`config.mk`:
```
export PLATFORM = sky130hd
export DESIGN_NAME = binary_frame_and_text_line_splitter_flat
export DESIGN_NICKNAME = d
export VERILOG_FILES = /design/src/design/fls_pkg.sv /design/src/design/fls_if.sv /design/src/design/binary_frame_and_text_line_splitter.sv /design/src/design/fls_ram.sv /design/src/design/fls_ctrl.sv /design/src/design/fls_datapath.sv /design/src/flat_wrapper.sv
export SDC_FILE = /design/constraint.sdc
export NUM_CORES = 1
export LEC_CHECK = 0
export ABC_AREA = 1
export BUFFER_PORTS_ARGS = -buffer_cell sky130_fd_sc_hd__clkbuf_2
export CAP_MARGIN = 20
export CORE_MARGIN = 3
export CORE_UTILIZATION = 45
export CTS_CLUSTER_DIAMETER = 30
export CTS_CLUSTER_SIZE = 12
export DETAILED_ROUTE_END_ITERATION = 10
export PLACE_DENSITY_LB_ADDON = 0.2
export SETUP_SLACK_MARGIN = 0.02
export SLEW_MARGIN = 25
export SYNTH_ARGS = -nofsm -noshare
export SYNTH_HDL_FRONTEND = slang
export SYNTH_HIERARCHICAL = 1
export SYNTH_SLANG_ARGS = --single-unit
export TNS_END_PERCENT = 5
```
`constraint.sdc`:
```
create_clock -name clk -period 3.7 [get_ports clk]
set_clock_uncertainty 0.2 [all_clocks]
set_input_delay 0.74 -clock clk [delete_from_list [all_inputs] [get_ports clk]]
set_output_delay 0.74 -clock clk [all_outputs]
set_load 0.05 [all_outputs]
```
`src/design/fls_pkg.sv`:
```
// shared types, constants and the crc-16 byte step for the frame and line splitter
// no dependencies; used by the top level, the controller, the datapath and the bench
package fls_pkg;

  // character codes that end a text line
  localparam logic [7:0] CHAR_LF = 8'h0A;
  localparam logic [7:0] CHAR_CR = 8'h0D;

  // crc-16, reflected polynomial
  localparam logic [15:0] CRC_POLY = 16'h8408;
  localparam logic [15:0] CRC_INIT = 16'h0000;

  // configuration register indexes and reset values
  localparam int unsigned CFG_IDX_W = 2;
  localparam logic [CFG_IDX_W-1:0] REG_HEADER_FIRST  = 2'd0;
  localparam logic [CFG_IDX_W-1:0] REG_HEADER_SECOND = 2'd1;
  localparam logic [7:0] HEADER_FIRST_RST  = 8'hAA;
  localparam logic [7:0] HEADER_SECOND_RST = 8'h55;

  // default line capacity
  localparam int unsigned LINE_CHARS_DEF = 63;

  // result kinds
  localparam logic KIND_TEXT = 1'b0;
  localparam logic KIND_CMD  = 1'b1;

  // frame byte positions (frame count values)
  localparam int unsigned FCNT_W = 3;
  localparam logic [FCNT_W-1:0] FPOS_IDLE   = 3'd0;
  localparam logic [FCNT_W-1:0] FPOS_HDR1   = 3'd1;
  localparam logic [FCNT_W-1:0] FPOS_CMD    = 3'd2;
  localparam logic [FCNT_W-1:0] FPOS_CRC_HI = 3'd3;
  localparam logic [FCNT_W-1:0] FPOS_CRC_LO = 3'd4;

  // controller to datapath
  typedef struct packed {
    logic accept;     // input item taken this cycle
    logic rd_en;      // read line store at the readout index
    logic load_char;  // move read data into the output register
  } ctrl_cmd_t;

  // datapath to controller
  typedef struct packed {
    logic out_free;    // output register empty or being drained
    logic start_line;  // current input byte ends a non-empty line
    logic last_char;   // readout index is at the final stored character
  } ctrl_sts_t;

  // one byte through the crc register, lsb first
  function automatic logic [15:0] crc16_byte(input logic [15:0] crc_in,
                                             input logic [7:0]  data);
    logic [15:0] c;
    c = crc_in ^ {8'h00, data};
    for (int i = 0; i < 8; i++) begin
      if (c[0]) begin
        c = (c >> 1) ^ CRC_POLY;
      end else begin
        c = c >> 1;
      end
    end
    return c;
  endfunction

endpackage

```
`src/design/fls_if.sv`:
```
// handshake channel interfaces for the frame and line splitter
// no dependencies
interface fls_in_if;
  logic       valid;
  logic       ready;
  logic [7:0] rx_byte;
  modport source (output valid, output rx_byte, input ready);
  modport sink   (input valid, input rx_byte, output ready);
endinterface

interface fls_out_if;
  logic       valid;
  logic       ready;
  logic       kind;
  logic [7:0] payload;
  logic       last;
  modport source (output valid, output kind, output payload, output last, input ready);
  modport sink   (input valid, input kind, input payload, input last, output ready);
endinterface

interface fls_cfg_if;
  logic       valid;
  logic       ready;
  logic [1:0] index;
  logic [7:0] data;
  modport source (output valid, output index, output data, input ready);
  modport sink   (input valid, input index, input data, output ready);
endinterface

```
`src/design/binary_frame_and_text_line_splitter.sv`:
```
// top level of the binary frame and text line splitter
// depends on fls_pkg, fls_if, fls_ctrl, fls_datapath (and fls_ram below it)
//
//   channel  dir  signals                              moves
//   in_ch    in   valid ready rx_byte                  one received byte per item
//   out_ch   out  valid ready kind payload last        one text char or command per item
//   cfg_ch   in   valid ready index data               one header register write
//
// a byte that produces no readout is taken when the controller is idle and the output register is free
// a line end with n stored chars is taken, then holds off input while the chars are read out:
//   each char goes through a line store read state, then a load state that waits for a free output register
// input also waits while any result sits untaken in the output register
// rst_n is synchronous, active low; header registers reset to 0xaa and 0x55
// cfg_ch is always ready; line store contents are not cleared by reset
module binary_frame_and_text_line_splitter #(
  parameter int unsigned LINE_CHARS = fls_pkg::LINE_CHARS_DEF
) (
  input  logic      clk,
  input  logic      rst_n,
  fls_in_if.sink    in_ch,
  fls_out_if.source out_ch,
  fls_cfg_if.sink   cfg_ch
);

  // command and status between controller and datapath
  fls_pkg::ctrl_cmd_t cmd;
  fls_pkg::ctrl_sts_t sts;

  // controller: decides when a byte is taken and steps the line readout
  fls_ctrl u_ctrl (
    .clk      (clk),
    .rst_n    (rst_n),
    .in_valid (in_ch.valid),
    .in_ready (in_ch.ready),
    .sts      (sts),
    .cmd      (cmd)
  );

  // datapath: header match, running crc, line store and the output register
  fls_datapath #(
    .LINE_CHARS (LINE_CHARS)
  ) u_datapath (
    .clk         (clk),
    .rst_n       (rst_n),
    .in_rx_byte  (in_ch.rx_byte),
    .cfg_valid   (cfg_ch.valid),
    .cfg_index   (cfg_ch.index),
    .cfg_data    (cfg_ch.data),
    .cfg_ready   (cfg_ch.ready),
    .out_ready   (out_ch.ready),
    .out_valid   (out_ch.valid),
    .out_kind    (out_ch.kind),
    .out_payload (out_ch.payload),
    .out_last    (out_ch.last),
    .cmd         (cmd),
    .sts         (sts)
  );

endmodule

```
`src/design/fls_ram.sv`:
```
// generic single write port, single read port ram with registered read
// no dependencies
module fls_ram #(
  parameter int unsigned WIDTH = 8,
  parameter int unsigned DEPTH = 64,
  localparam int unsigned AW = (DEPTH > 1) ? $clog2(DEPTH) : 1
) (
  input  logic             clk,
  input  logic             we,
  input  logic [AW-1:0]    waddr,
  input  logic [WIDTH-1:0] wdata,
  input  logic             re,
  input  logic [AW-1:0]    raddr,
  output logic [WIDTH-1:0] rdata
);

  logic [WIDTH-1:0] mem [DEPTH];

  always_ff @(posedge clk) begin
    if (we) begin
      mem[waddr] <= wdata;
    end
    if (re) begin
      rdata <= mem[raddr];
    end
  end

endmodule

```
`src/design/fls_ctrl.sv`:
```
// controller state machine: input acceptance and line readout sequencing
// depends on fls_pkg
module fls_ctrl (
  input  logic              clk,
  input  logic              rst_n,
  input  logic              in_valid,
  output logic              in_ready,
  input  fls_pkg::ctrl_sts_t sts,
  output fls_pkg::ctrl_cmd_t cmd
);

  typedef enum logic [1:0] {
    ST_IDLE,
    ST_RD,
    ST_LOAD
  } state_t;

  state_t state_r;
  state_t state_nxt;

  always_comb begin
    in_ready      = (state_r == ST_IDLE) && sts.out_free;
    cmd.accept    = in_valid && in_ready;
    cmd.rd_en     = (state_r == ST_RD);
    cmd.load_char = (state_r == ST_LOAD) && sts.out_free;
  end

  always_comb begin
    state_nxt = state_r;
    case (state_r)
      ST_IDLE: begin
        if (cmd.accept && sts.start_line) begin
          state_nxt = ST_RD;
        end
      end
      ST_RD: begin
        state_nxt = ST_LOAD;
      end
      ST_LOAD: begin
        if (cmd.load_char) begin
          state_nxt = sts.last_char ? ST_IDLE : ST_RD;
        end
      end
      default: begin
        state_nxt = ST_IDLE;
      end
    endcase
  end

  always_ff @(posedge clk) begin
    if (!rst_n) begin
      state_r <= ST_IDLE;
    end else begin
      state_r <= state_nxt;
    end
  end

endmodule

```
`src/design/fls_datapath.sv`:
```
// datapath: header registers, frame tracking with running crc, line store and
// output register; depends on fls_pkg and fls_ram
module fls_datapath #(
  parameter int unsigned LINE_CHARS = fls_pkg::LINE_CHARS_DEF
) (
  input  logic                           clk,
  input  logic                           rst_n,
  input  logic [7:0]                     in_rx_byte,
  input  logic                           cfg_valid,
  input  logic [fls_pkg::CFG_IDX_W-1:0]  cfg_index,
  input  logic [7:0]                     cfg_data,
  output logic                           cfg_ready,
  input  logic                           out_ready,
  output logic                           out_valid,
  output logic                           out_kind,
  output logic [7:0]                     out_payload,
  output logic                           out_last,
  input  fls_pkg::ctrl_cmd_t             cmd,
  output fls_pkg::ctrl_sts_t             sts
);

  localparam int unsigned AW = (LINE_CHARS > 1) ? $clog2(LINE_CHARS) : 1;
  localparam int unsigned CW = $clog2(LINE_CHARS + 1);
  localparam logic [CW-1:0] LINE_MAX = CW'(LINE_CHARS);

  // configuration
  logic [7:0] hdr_first_r;
  logic [7:0] hdr_second_r;

  // frame tracking
  logic                       hdr_seen_r;
  logic [fls_pkg::FCNT_W-1:0] fcnt_r;
  logic [15:0]                crc_r;
  logic [7:0]                 cmd_byte_r;
  logic [7:0]                 crc_hi_r;

  // line tracking
  logic [CW-1:0] line_cnt_r;
  logic [AW-1:0] rd_idx_r;
  logic [7:0]    ram_rdata;

  // output register
  logic       out_valid_r;
  logic       out_kind_r;
  logic [7:0] out_payload_r;
  logic       out_last_r;

  logic        is_start;
  logic        is_confirm;
  logic        is_text;
  logic        is_term;
  logic        crc_ok;
  logic        emit_cmd;
  logic        line_we;
  logic [15:0] crc_upd;

  assign cfg_ready = 1'b1;

  always_comb begin
    is_start   = !hdr_seen_r && (fcnt_r == fls_pkg::FPOS_IDLE) && (in_rx_byte == hdr_first_r);
    is_confirm = !hdr_seen_r && (fcnt_r == fls_pkg::FPOS_HDR1) && (in_rx_byte == hdr_second_r);
    is_text    = !hdr_seen_r && !is_start && !is_confirm;
    is_term    = (in_rx_byte == fls_pkg::CHAR_LF) || (in_rx_byte == fls_pkg::CHAR_CR);
    crc_upd    = fls_pkg::crc16_byte(is_start ? fls_pkg::CRC_INIT : crc_r, in_rx_byte);
    crc_ok     = ({crc_hi_r, in_rx_byte} == ~crc_r);
    emit_cmd   = hdr_seen_r && (fcnt_r == fls_pkg::FPOS_CRC_LO) && crc_ok;
    line_we    = cmd.accept && is_text && !is_term && (line_cnt_r < LINE_MAX);

    sts.out_free   = !out_valid_r || out_ready;
    sts.start_line = is_text && is_term && (line_cnt_r != '0);
    sts.last_char  = (CW'(rd_idx_r) == (line_cnt_r - CW'(1)));
  end

  // header registers
  always_ff @(posedge clk) begin
    if (!rst_n) begin
      hdr_first_r  <= fls_pkg::HEADER_FIRST_RST;
      hdr_second_r <= fls_pkg::HEADER_SECOND_RST;
    end else if (cfg_valid) begin
      if (cfg_index == fls_pkg::REG_HEADER_FIRST) begin
        hdr_first_r <= cfg_data;
      end
      if (cfg_index == fls_pkg::REG_HEADER_SECOND) begin
        hdr_second_r <= cfg_data;
      end
    end
  end

  // frame state
  always_ff @(posedge clk) begin
    if (!rst_n) begin
      hdr_seen_r <= 1'b0;
      fcnt_r     <= fls_pkg::FPOS_IDLE;
    end else if (cmd.accept) begin
      if (is_start) begin
        fcnt_r <= fls_pkg::FPOS_HDR1;
      end else if (is_confirm) begin
        fcnt_r     <= fls_pkg::FPOS_CMD;
        hdr_seen_r <= 1'b1;
      end else if (hdr_seen_r) begin
        case (fcnt_r)
          fls_pkg::FPOS_CMD:    fcnt_r <= fls_pkg::FPOS_CRC_HI;
          fls_pkg::FPOS_CRC_HI: fcnt_r <= fls_pkg::FPOS_CRC_LO;
          default: begin
            fcnt_r     <= fls_pkg::FPOS_IDLE;
            hdr_seen_r <= 1'b0;
          end
        endcase
      end
    end
  end

  // frame payload
  always_ff @(posedge clk) begin
    if (cmd.accept) begin
      if (is_start || is_confirm || (hdr_seen_r && fcnt_r == fls_pkg::FPOS_CMD)) begin
        crc_r <= crc_upd;
      end
      if (hdr_seen_r && fcnt_r == fls_pkg::FPOS_CMD) begin
        cmd_byte_r <= in_rx_byte;
      end
      if (hdr_seen_r && fcnt_r == fls_pkg::FPOS_CRC_HI) begin
        crc_hi_r <= in_rx_byte;
      end
    end
  end

  // line count and readout index
  always_ff @(posedge clk) begin
    if (!rst_n) begin
      line_cnt_r <= '0;
      rd_idx_r   <= '0;
    end else begin
      if (line_we) begin
        line_cnt_r <= line_cnt_r + CW'(1);
      end else if (cmd.load_char && sts.last_char) begin
        line_cnt_r <= '0;
      end
      if (cmd.accept) begin
        rd_idx_r <= '0;
      end else if (cmd.load_char) begin
        rd_idx_r <= rd_idx_r + AW'(1);
      end
    end
  end

  fls_ram #(
    .WIDTH (8),
    .DEPTH (LINE_CHARS)
  ) u_line_ram (
    .clk   (clk),
    .we    (line_we),
    .waddr (line_cnt_r[AW-1:0]),
    .wdata (in_rx_byte),
    .re    (cmd.rd_en),
    .raddr (rd_idx_r),
    .rdata (ram_rdata)
  );

  // output register
  always_ff @(posedge clk) begin
    if (!rst_n) begin
      out_valid_r <= 1'b0;
    end else if (cmd.load_char || (cmd.accept && emit_cmd)) begin
      out_valid_r <= 1'b1;
    end else if (out_ready) begin
      out_valid_r <= 1'b0;
    end
  end

  always_ff @(posedge clk) begin
    if (cmd.load_char) begin
      out_kind_r    <= fls_pkg::KIND_TEXT;
      out_payload_r <= ram_rdata;
      out_last_r    <= sts.last_char;
    end else if (cmd.accept && emit_cmd) begin
      out_kind_r    <= fls_pkg::KIND_CMD;
      out_payload_r <= cmd_byte_r;
      out_last_r    <= 1'b1;
    end
  end

  assign out_valid   = out_valid_r;
  assign out_kind    = out_kind_r;
  assign out_payload = out_payload_r;
  assign out_last    = out_last_r;

`ifndef SYNTHESIS
  a_line_cnt_cap: assert property (@(posedge clk) disable iff (!rst_n)
    line_cnt_r <= LINE_MAX)
    else $error("line count beyond capacity");

  a_hdr_seen_pos: assert property (@(posedge clk) disable iff (!rst_n)
    hdr_seen_r |-> (fcnt_r == fls_pkg::FPOS_CMD || fcnt_r == fls_pkg::FPOS_CRC_HI ||
                    fcnt_r == fls_pkg::FPOS_CRC_LO))
    else $error("header seen with frame position out of range");

  a_cmd_is_last: assert property (@(posedge clk) disable iff (!rst_n)
    (out_valid_r && out_kind_r == fls_pkg::KIND_CMD) |-> out_last_r)
    else $error("command result without last mark");

  a_line_clears: assert property (@(posedge clk) disable iff (!rst_n)
    (cmd.load_char && sts.last_char) |=> (line_cnt_r == '0))
    else $error("line count not cleared after final character");

  a_no_accept_in_readout: assert property (@(posedge clk) disable iff (!rst_n)
    (cmd.rd_en || cmd.load_char) |-> !cmd.accept)
    else $error("input accepted during line readout");
`endif

endmodule

```
`src/flat_wrapper.sv`:
```
// flat-port wrapper written by rule: the top's interface ports become plain ports
module binary_frame_and_text_line_splitter_flat 
#(
  parameter int unsigned LINE_CHARS = fls_pkg::LINE_CHARS_DEF
)
  (clk, rst_n, in_ch_valid, in_ch_rx_byte, in_ch_ready, out_ch_valid, out_ch_kind, out_ch_payload, out_ch_last, out_ch_ready, cfg_ch_valid, cfg_ch_index, cfg_ch_data, cfg_ch_ready);
  fls_in_if in_ch_i ();
  fls_out_if out_ch_i ();
  fls_cfg_if cfg_ch_i ();
  input  logic clk;
  input  logic rst_n;
  input wire logic [$bits(in_ch_i.valid)-1:0] in_ch_valid;
  input wire logic [$bits(in_ch_i.rx_byte)-1:0] in_ch_rx_byte;
  output wire logic [$bits(in_ch_i.ready)-1:0] in_ch_ready;
  output wire logic [$bits(out_ch_i.valid)-1:0] out_ch_valid;
  output wire logic [$bits(out_ch_i.kind)-1:0] out_ch_kind;
  output wire logic [$bits(out_ch_i.payload)-1:0] out_ch_payload;
  output wire logic [$bits(out_ch_i.last)-1:0] out_ch_last;
  input wire logic [$bits(out_ch_i.ready)-1:0] out_ch_ready;
  input wire logic [$bits(cfg_ch_i.valid)-1:0] cfg_ch_valid;
  input wire logic [$bits(cfg_ch_i.index)-1:0] cfg_ch_index;
  input wire logic [$bits(cfg_ch_i.data)-1:0] cfg_ch_data;
  output wire logic [$bits(cfg_ch_i.ready)-1:0] cfg_ch_ready;
  assign in_ch_i.valid = in_ch_valid;
  assign in_ch_i.rx_byte = in_ch_rx_byte;
  assign in_ch_ready = in_ch_i.ready;
  assign out_ch_valid = out_ch_i.valid;
  assign out_ch_kind = out_ch_i.kind;
  assign out_ch_payload = out_ch_i.payload;
  assign out_ch_last = out_ch_i.last;
  assign out_ch_i.ready = out_ch_ready;
  assign cfg_ch_i.valid = cfg_ch_valid;
  assign cfg_ch_i.index = cfg_ch_index;
  assign cfg_ch_i.data = cfg_ch_data;
  assign cfg_ch_ready = cfg_ch_i.ready;
  binary_frame_and_text_line_splitter #(.LINE_CHARS(LINE_CHARS)) u_core (.clk(clk), .rst_n(rst_n), .in_ch(in_ch_i), .out_ch(out_ch_i), .cfg_ch(cfg_ch_i));
endmodule
```
### After elaboration in Yosys (flattened, before gate mapping)

Memories as Yosys holds them, arrays and structs flattened. A register that Yosys moved wholly into a read port is not among the register bits.
Cells that the tools add are included.

| word-level totals | value |
|---|---|
| memories | 1 |
| bits in registers | 77 |
| memory bits (writable) | 504 |
| input bits | 23 |

| cells by class | value |
|---|---|
| bitwise gates (word level) | 12 |
| equal/unequal tests | 15 |
| $add $sub $neg | 3 |
| $lt $le $gt $ge | 1 |
| mux-type cells | 30 |
| reduce and logical (&&, ||, !) cells | 49 |

Memory list:

| name | words | width | rd ports | clocked after memory_dff | write ports | line | source |
|---|---|---|---|---|---|---|---|
| u_core.u_datapath.u_line_ram.mem | 63 | 8 | 1 | 1 | 1 | fls_ram.sv:17 | `logic [WIDTH-1:0] mem [DEPTH];` |

Operator list:

| kind | number |
|---|---|
| 16-bit 2-to-1 mux | 8 |
| 2-bit inverter with 3-bit output | 8 |
| 1-bit logical AND | 21 |
| 16-bit equality test | 1 |
| 8-bit by 4-bit equality test with 1-bit output, second input constant | 2 |
| 8-bit equality test | 2 |
| 8-bit 2-to-1 mux | 2 |
| 16-bit inverter | 1 |
| 2-bit AND reduction | 8 |
| 16-bit by 8-bit XOR with 16-bit output | 1 |
| 6-bit by 1-bit adder with 6-bit output, second input constant | 2 |
| 6-bit 2-to-1 mux | 2 |
| 11-bit 2-to-1 mux | 1 |
| 1-bit 2-to-1 mux | 10 |
| 3-bit 2-to-1 mux | 3 |
| 3-bit by 2-bit equality test with 1-bit output, second input constant | 2 |
| 6-bit equality test | 1 |
| 6-bit less-than comparator, second input constant | 1 |
| 2-bit case mux with 3 select lines | 1 |
| 3-bit case mux with 2 select lines | 1 |
| 2-bit nonzero test | 3 |
| 6-bit nonzero test | 1 |
| 6-bit by 1-bit subtractor with 6-bit output, second input constant | 1 |
| 1-bit logical NOT | 5 |
| 13 further kinds | 22 |

### Depth between registers and ports, before layout

| logic depth | value |
|---|---|
| depth after elaboration | 21 |
| mapped depth | 15 |
| depth with buffers taken out | 13 |

### Modules after synthesis

The synthesis kept the hierarchy.

Modules (own cells, without submodules):

| module | area an instance (um^2) | cells each | instances | seq. area each (um^2) |
|---|---|---|---|---|
| fls_ram | 20,903.8 | 1,780 | 1 | 15,374.7 |
| fls_datapath | 4,105.2 | 497 | 1 | 1,911.8 |
| fls_ctrl | 140.1 | 20 | 1 | 40.0 |

### Worst setup path after synthesis

OpenSTA, ideal clock, no wires.

| timing path | value |
|---|---|
| path kind | input -> register |
| start point | input out_ch_ready |
| end point | memory u_core.u_datapath.u_line_ram.mem[32][0] (enable) |
| slack | -0.262 ns |
| arrival | 3.367 ns |
| cell stages on the path | 11 |
| setup time | 0.395 ns |
| data required time | 3.105 ns |
| cells stage by stage | inv_1 > nand2_1 > inv_1 > nor3b_2 > nand2_1 > nor2_1 > nand4_2 > inv_1 > clkbuf_1 > nand4_1 > nor4_1 |

RTL lines:

| what | line | source |
|---|---|---|
| start, declared | flat_wrapper.sv:19 | `input wire logic [$bits(out_ch_i.ready)-1:0] out_ch_ready;` |
| end, declared | fls_ram.sv:17 |  |

==> flow_metrics.env <==
export IMPL_outcome="completed"
export IMPL_synth_seq_area_share=0.689
export IMPL_cpLargestDelayFamily="simple AND/OR/NAND/NOR gates"
export IMPL_avgSynthCellArea_um2=10.9
export IMPL_timing_rr_start="u_core/u_datapath/out_valid"
export IMPL_cp_start_kind="flop"
export IMPL_grt_overflow=0
export IMPL_numPortBuffers=34
export IMPL_hold_viol=0
export IMPL_dpl_cell_area_um2=26500
export IMPL_tightest_slew_ps=974
export IMPL_cts_buffers=116
export IMPL_die_y_um=242
export IMPL_synth_ff_type="edfxtp_1"
export IMPL_initial_core_util=0.456
export IMPL_post_route_min_period_ps=2980
export IMPL_crit_path_max_fanout=8
export IMPL_cp_common_cell="buf_4"
export IMPL_cts_resized=0
export IMPL_synth_top_area_cell="edfxtp_1"
export IMPL_multi_input_area_um2=6870
export IMPL_cts_tree="done"
export IMPL_async_flop_share=0
export IMPL_holdCritStartpoint="cfg_ch_data[4]"
export IMPL_clock_tree_buffer_depth=3
export IMPL_min_delay_path_depth=3
export IMPL_core_area_um2=55200
export IMPL_synth_edff_count=553
export IMPL_drt_wl_total_um=66800
export IMPL_via_per_inst=5.38
export IMPL_maxCapViolations=0
export IMPL_reg2reg_slack_ps=720
export IMPL_post_dp_hpwl_um=40100
export IMPL_clk_pin_slew_ps=50
export IMPL_cts_sinks=589
export IMPL_ys_ff_latch=589
export IMPL_yosysWarnings=6
export IMPL_crit_path_max_incr_delay_ps=310
export IMPL_crit_required_ps=3850
export IMPL_grt_pass1_vias=17300
export IMPL_reg2reg_to="u_core/u_datapath/u_line_ram/mem[38][3]"
export IMPL_syn_nets=2324
export IMPL_hold_class="in2reg"
export IMPL_drc=0
export IMPL_hold_end="u_core/u_datapath/hdr_second_r[4]"
export IMPL_synthTopCellsByArea="edfxtp_1 (66%), nand2_1 (12%), nand3_1 (9.5%), dfxtp_1 (2.9%), nor2_1 (1.5%)"
export IMPL_grt_pass1_wl_um=102000
export IMPL_p_leak_nw=11.6
export IMPL_r2r_worst_path_cells=12
export IMPL_startpoint="u_core/u_datapath/out_valid"
export IMPL_insertion_delay_ps=650
export IMPL_drive_gt1_frac=0.165
export IMPL_final_cell_mix="nand2_1 (776), edfxtp_1 (553), nand3_1 (476)"
export IMPL_worst_setup_path_type="reg2reg"
export IMPL_num_rows=86
export IMPL_diodes=0
export IMPL_cp_arrival_ps=3130
export IMPL_postRouteAntennaNets=0
export IMPL_antenna_found_initial=3
export IMPL_cts_root_buf="clkbuf_16"
export IMPL_power_density_nw_per_um2=602
export IMPL_drv_slew=0
export IMPL_finalSetupViolations=0
export IMPL_grt_max_degree=108
export IMPL_cts_setup_buffers=0
export IMPL_path_buf_inv=5
export IMPL_fin_area_um2=30600
export IMPL_relSlewSlack=0.351
export IMPL_hold_worst_slack_ps=116
export IMPL_synth_cell_types=46
export IMPL_io_pins=36
export IMPL_nets=2468
export IMPL_rsz0062_at_grt="false"
export IMPL_grtUsageTotal=0.227
export IMPL_vdd_drop_max_v=0.000429
export IMPL_cts_hold_buf=0
export IMPL_firstDrtPassIters=6
export IMPL_fmax_ghz=0.335
export IMPL_crit_chain="nand2_1, inv_1, nor3b_2, nand2_1, nor2_1, nand4_2, inv_1, buf_4, nand4_1, buf_4, nor4_1, buf_4"
export IMPL_dieArea_um2=58800
export IMPL_vias=17700
export IMPL_min_period_over_period=0.806
export IMPL_routedWlPerCell_um=20.3
export IMPL_fill_cells=4611
export IMPL_gp_congestion=0.855
export IMPL_htreeDepth=3
export IMPL_netlist_area_um2=25100
export IMPL_fp_dieW_um=242
export IMPL_synthToLayoutAreaGrowth_pct=21.8
export IMPL_seq_area_um2=17300
export IMPL_initialDrtViolationCount=1853
export IMPL_synthCells=2297
export IMPL_final_common_cell="nand2_1"
export IMPL_timing_critical_path_to_type="flop"
export IMPL_slowest_stage="dfxtp_1"
export IMPL_synth_top_area_frac=0.660
sequential cells by signal, indices dropped and copies added (netlist names), 2 cells and up:
name	flops
u_core/u_ctrl/state_r	2
u_core/u_datapath/cmd_byte_r	8
u_core/u_datapath/crc_hi_r	8
u_core/u_datapath/crc_r	16
u_core/u_datapath/fcnt_r	3
u_core/u_datapath/hdr_first_r	8
u_core/u_datapath/hdr_second_r	8
u_core/u_datapath/line_cnt_r	6
u_core/u_datapath/out_payload	8
u_core/u_datapath/rd_idx_r	6
u_core/u_datapath/u_line_ram/mem	504
u_core/u_datapath/u_line_ram/rdata	8
worst register-to-register path: stages (launching register included):
cell and delay (ps):
dfxtp_1 310, nand2_1 110, inv_1 120, nor3b_2 230
nand2_1 70, nor2_1 170, nand4_2 170, inv_1 240
buf_4 180, nand4_1 130, buf_4 230, nor4_1 300
buf_4 240
power by group:
group / leakage [nW] / switching, mW / total (mW) / internal (mW)
clock: 1.97 / 3.62 / 10.7 / 7.03
combinational: 4.36 / 0.333 / 0.437 / 0.103
sequential: 5.27 / 0.0116 / 7.34 / 7.33
per-stage QoR:
stage / std cells / power, mW / TNS, ps / util / setup WS [ps]
global placement: 3071 / 7.90 / 0 / 0.481 / 240
detailed placement: 3071 / 7.90 / 0 / 0.481 / 185
floorplan: 2297 / 7.64 / -16770 / - / -262
CTS: 3292 / 18.6 / 0 / 0.555 / 719
global route: 3292 / 18.9 / 0 / 0.555 / 579
finish: 3292 / 18.4 / 0 / 0.555 / 718
cells by family after synthesis:
group / Yosys count / share of synthesized area
buffers and inverters: 194 / 0.0387
AND/OR/NAND/NOR: 1434 / 0.250
AO/OA/AOI/OAI: 49 / 0.0111
XOR/XNOR: 26 / 0.00905
adder cells (fa/ha/maj): 4 / 0.00199
flip-flops: 589 / 0.689
other: 1 / 0.000149
cells in the mapped netlist (all sizes together) (2+ instances only):
| master | n |
|---|---|
| dfxtp | 36 |
| clkbuf | 26 |
| nor3 | 9 |
| o21ai | 11 |
| buf | 100 |
| nand2 | 802 |
| o211ai | 3 |
| inv | 66 |
| clkinv | 2 |
| xor2 | 9 |
| and3 | 2 |
| xnor2 | 17 |
| a21oi | 26 |
| a31oi | 4 |
| nor3b | 3 |
| nand3 | 481 |
| nor4 | 9 |
| ha | 4 |
| nand4 | 16 |
| edfxtp | 553 |
| or2 | 3 |
| nand3b | 5 |
| nor2 | 104 |
layout make-up:
| cell class | count | area share |
|---|---|---|
| sequential | 589 | 0.566 |
| clock buffer | 132 | 0.101 |
| clock inverter | 89 | 0.0328 |
| timing repair buffer | 152 | 0.0373 |
| multi-input combinational | 1514 | 0.224 |
| tap | 748 | 0.0306 |
| inverter | 68 | 0.00866 |
worst max-delay path by stage:
| stage | to | slack [ps] | cells past startpoint |
|---|---|---|---|
| global route | u_core/u_datapath/u_line_ram/mem[38][3] | 580 | 12 |
| floorplan | u_core/u_datapath/u_line_ram/mem[32][0] | -260 | 11 |
| detailed placement | u_core/u_datapath/u_line_ram/mem[38][1] | 180 | 13 |
| finish | u_core/u_datapath/u_line_ram/mem[38][3] | 720 | 12 |
| CTS | u_core/u_datapath/u_line_ram/mem[38][3] | 720 | 12 |
| global placement | u_core/u_datapath/u_line_ram/mem[38][4] | 240 | 13 |
layer usage:
layer,GRT usage,vias to the layer above,share of wire
met5,0,-,0.00019
met4,0.0863,2,0.034
met3,0.0427,154,0.075
met2,0.358,755,0.46
met1,0.314,8484,0.43
li1,-,8307,-
(Power assumes the default switching activity.)
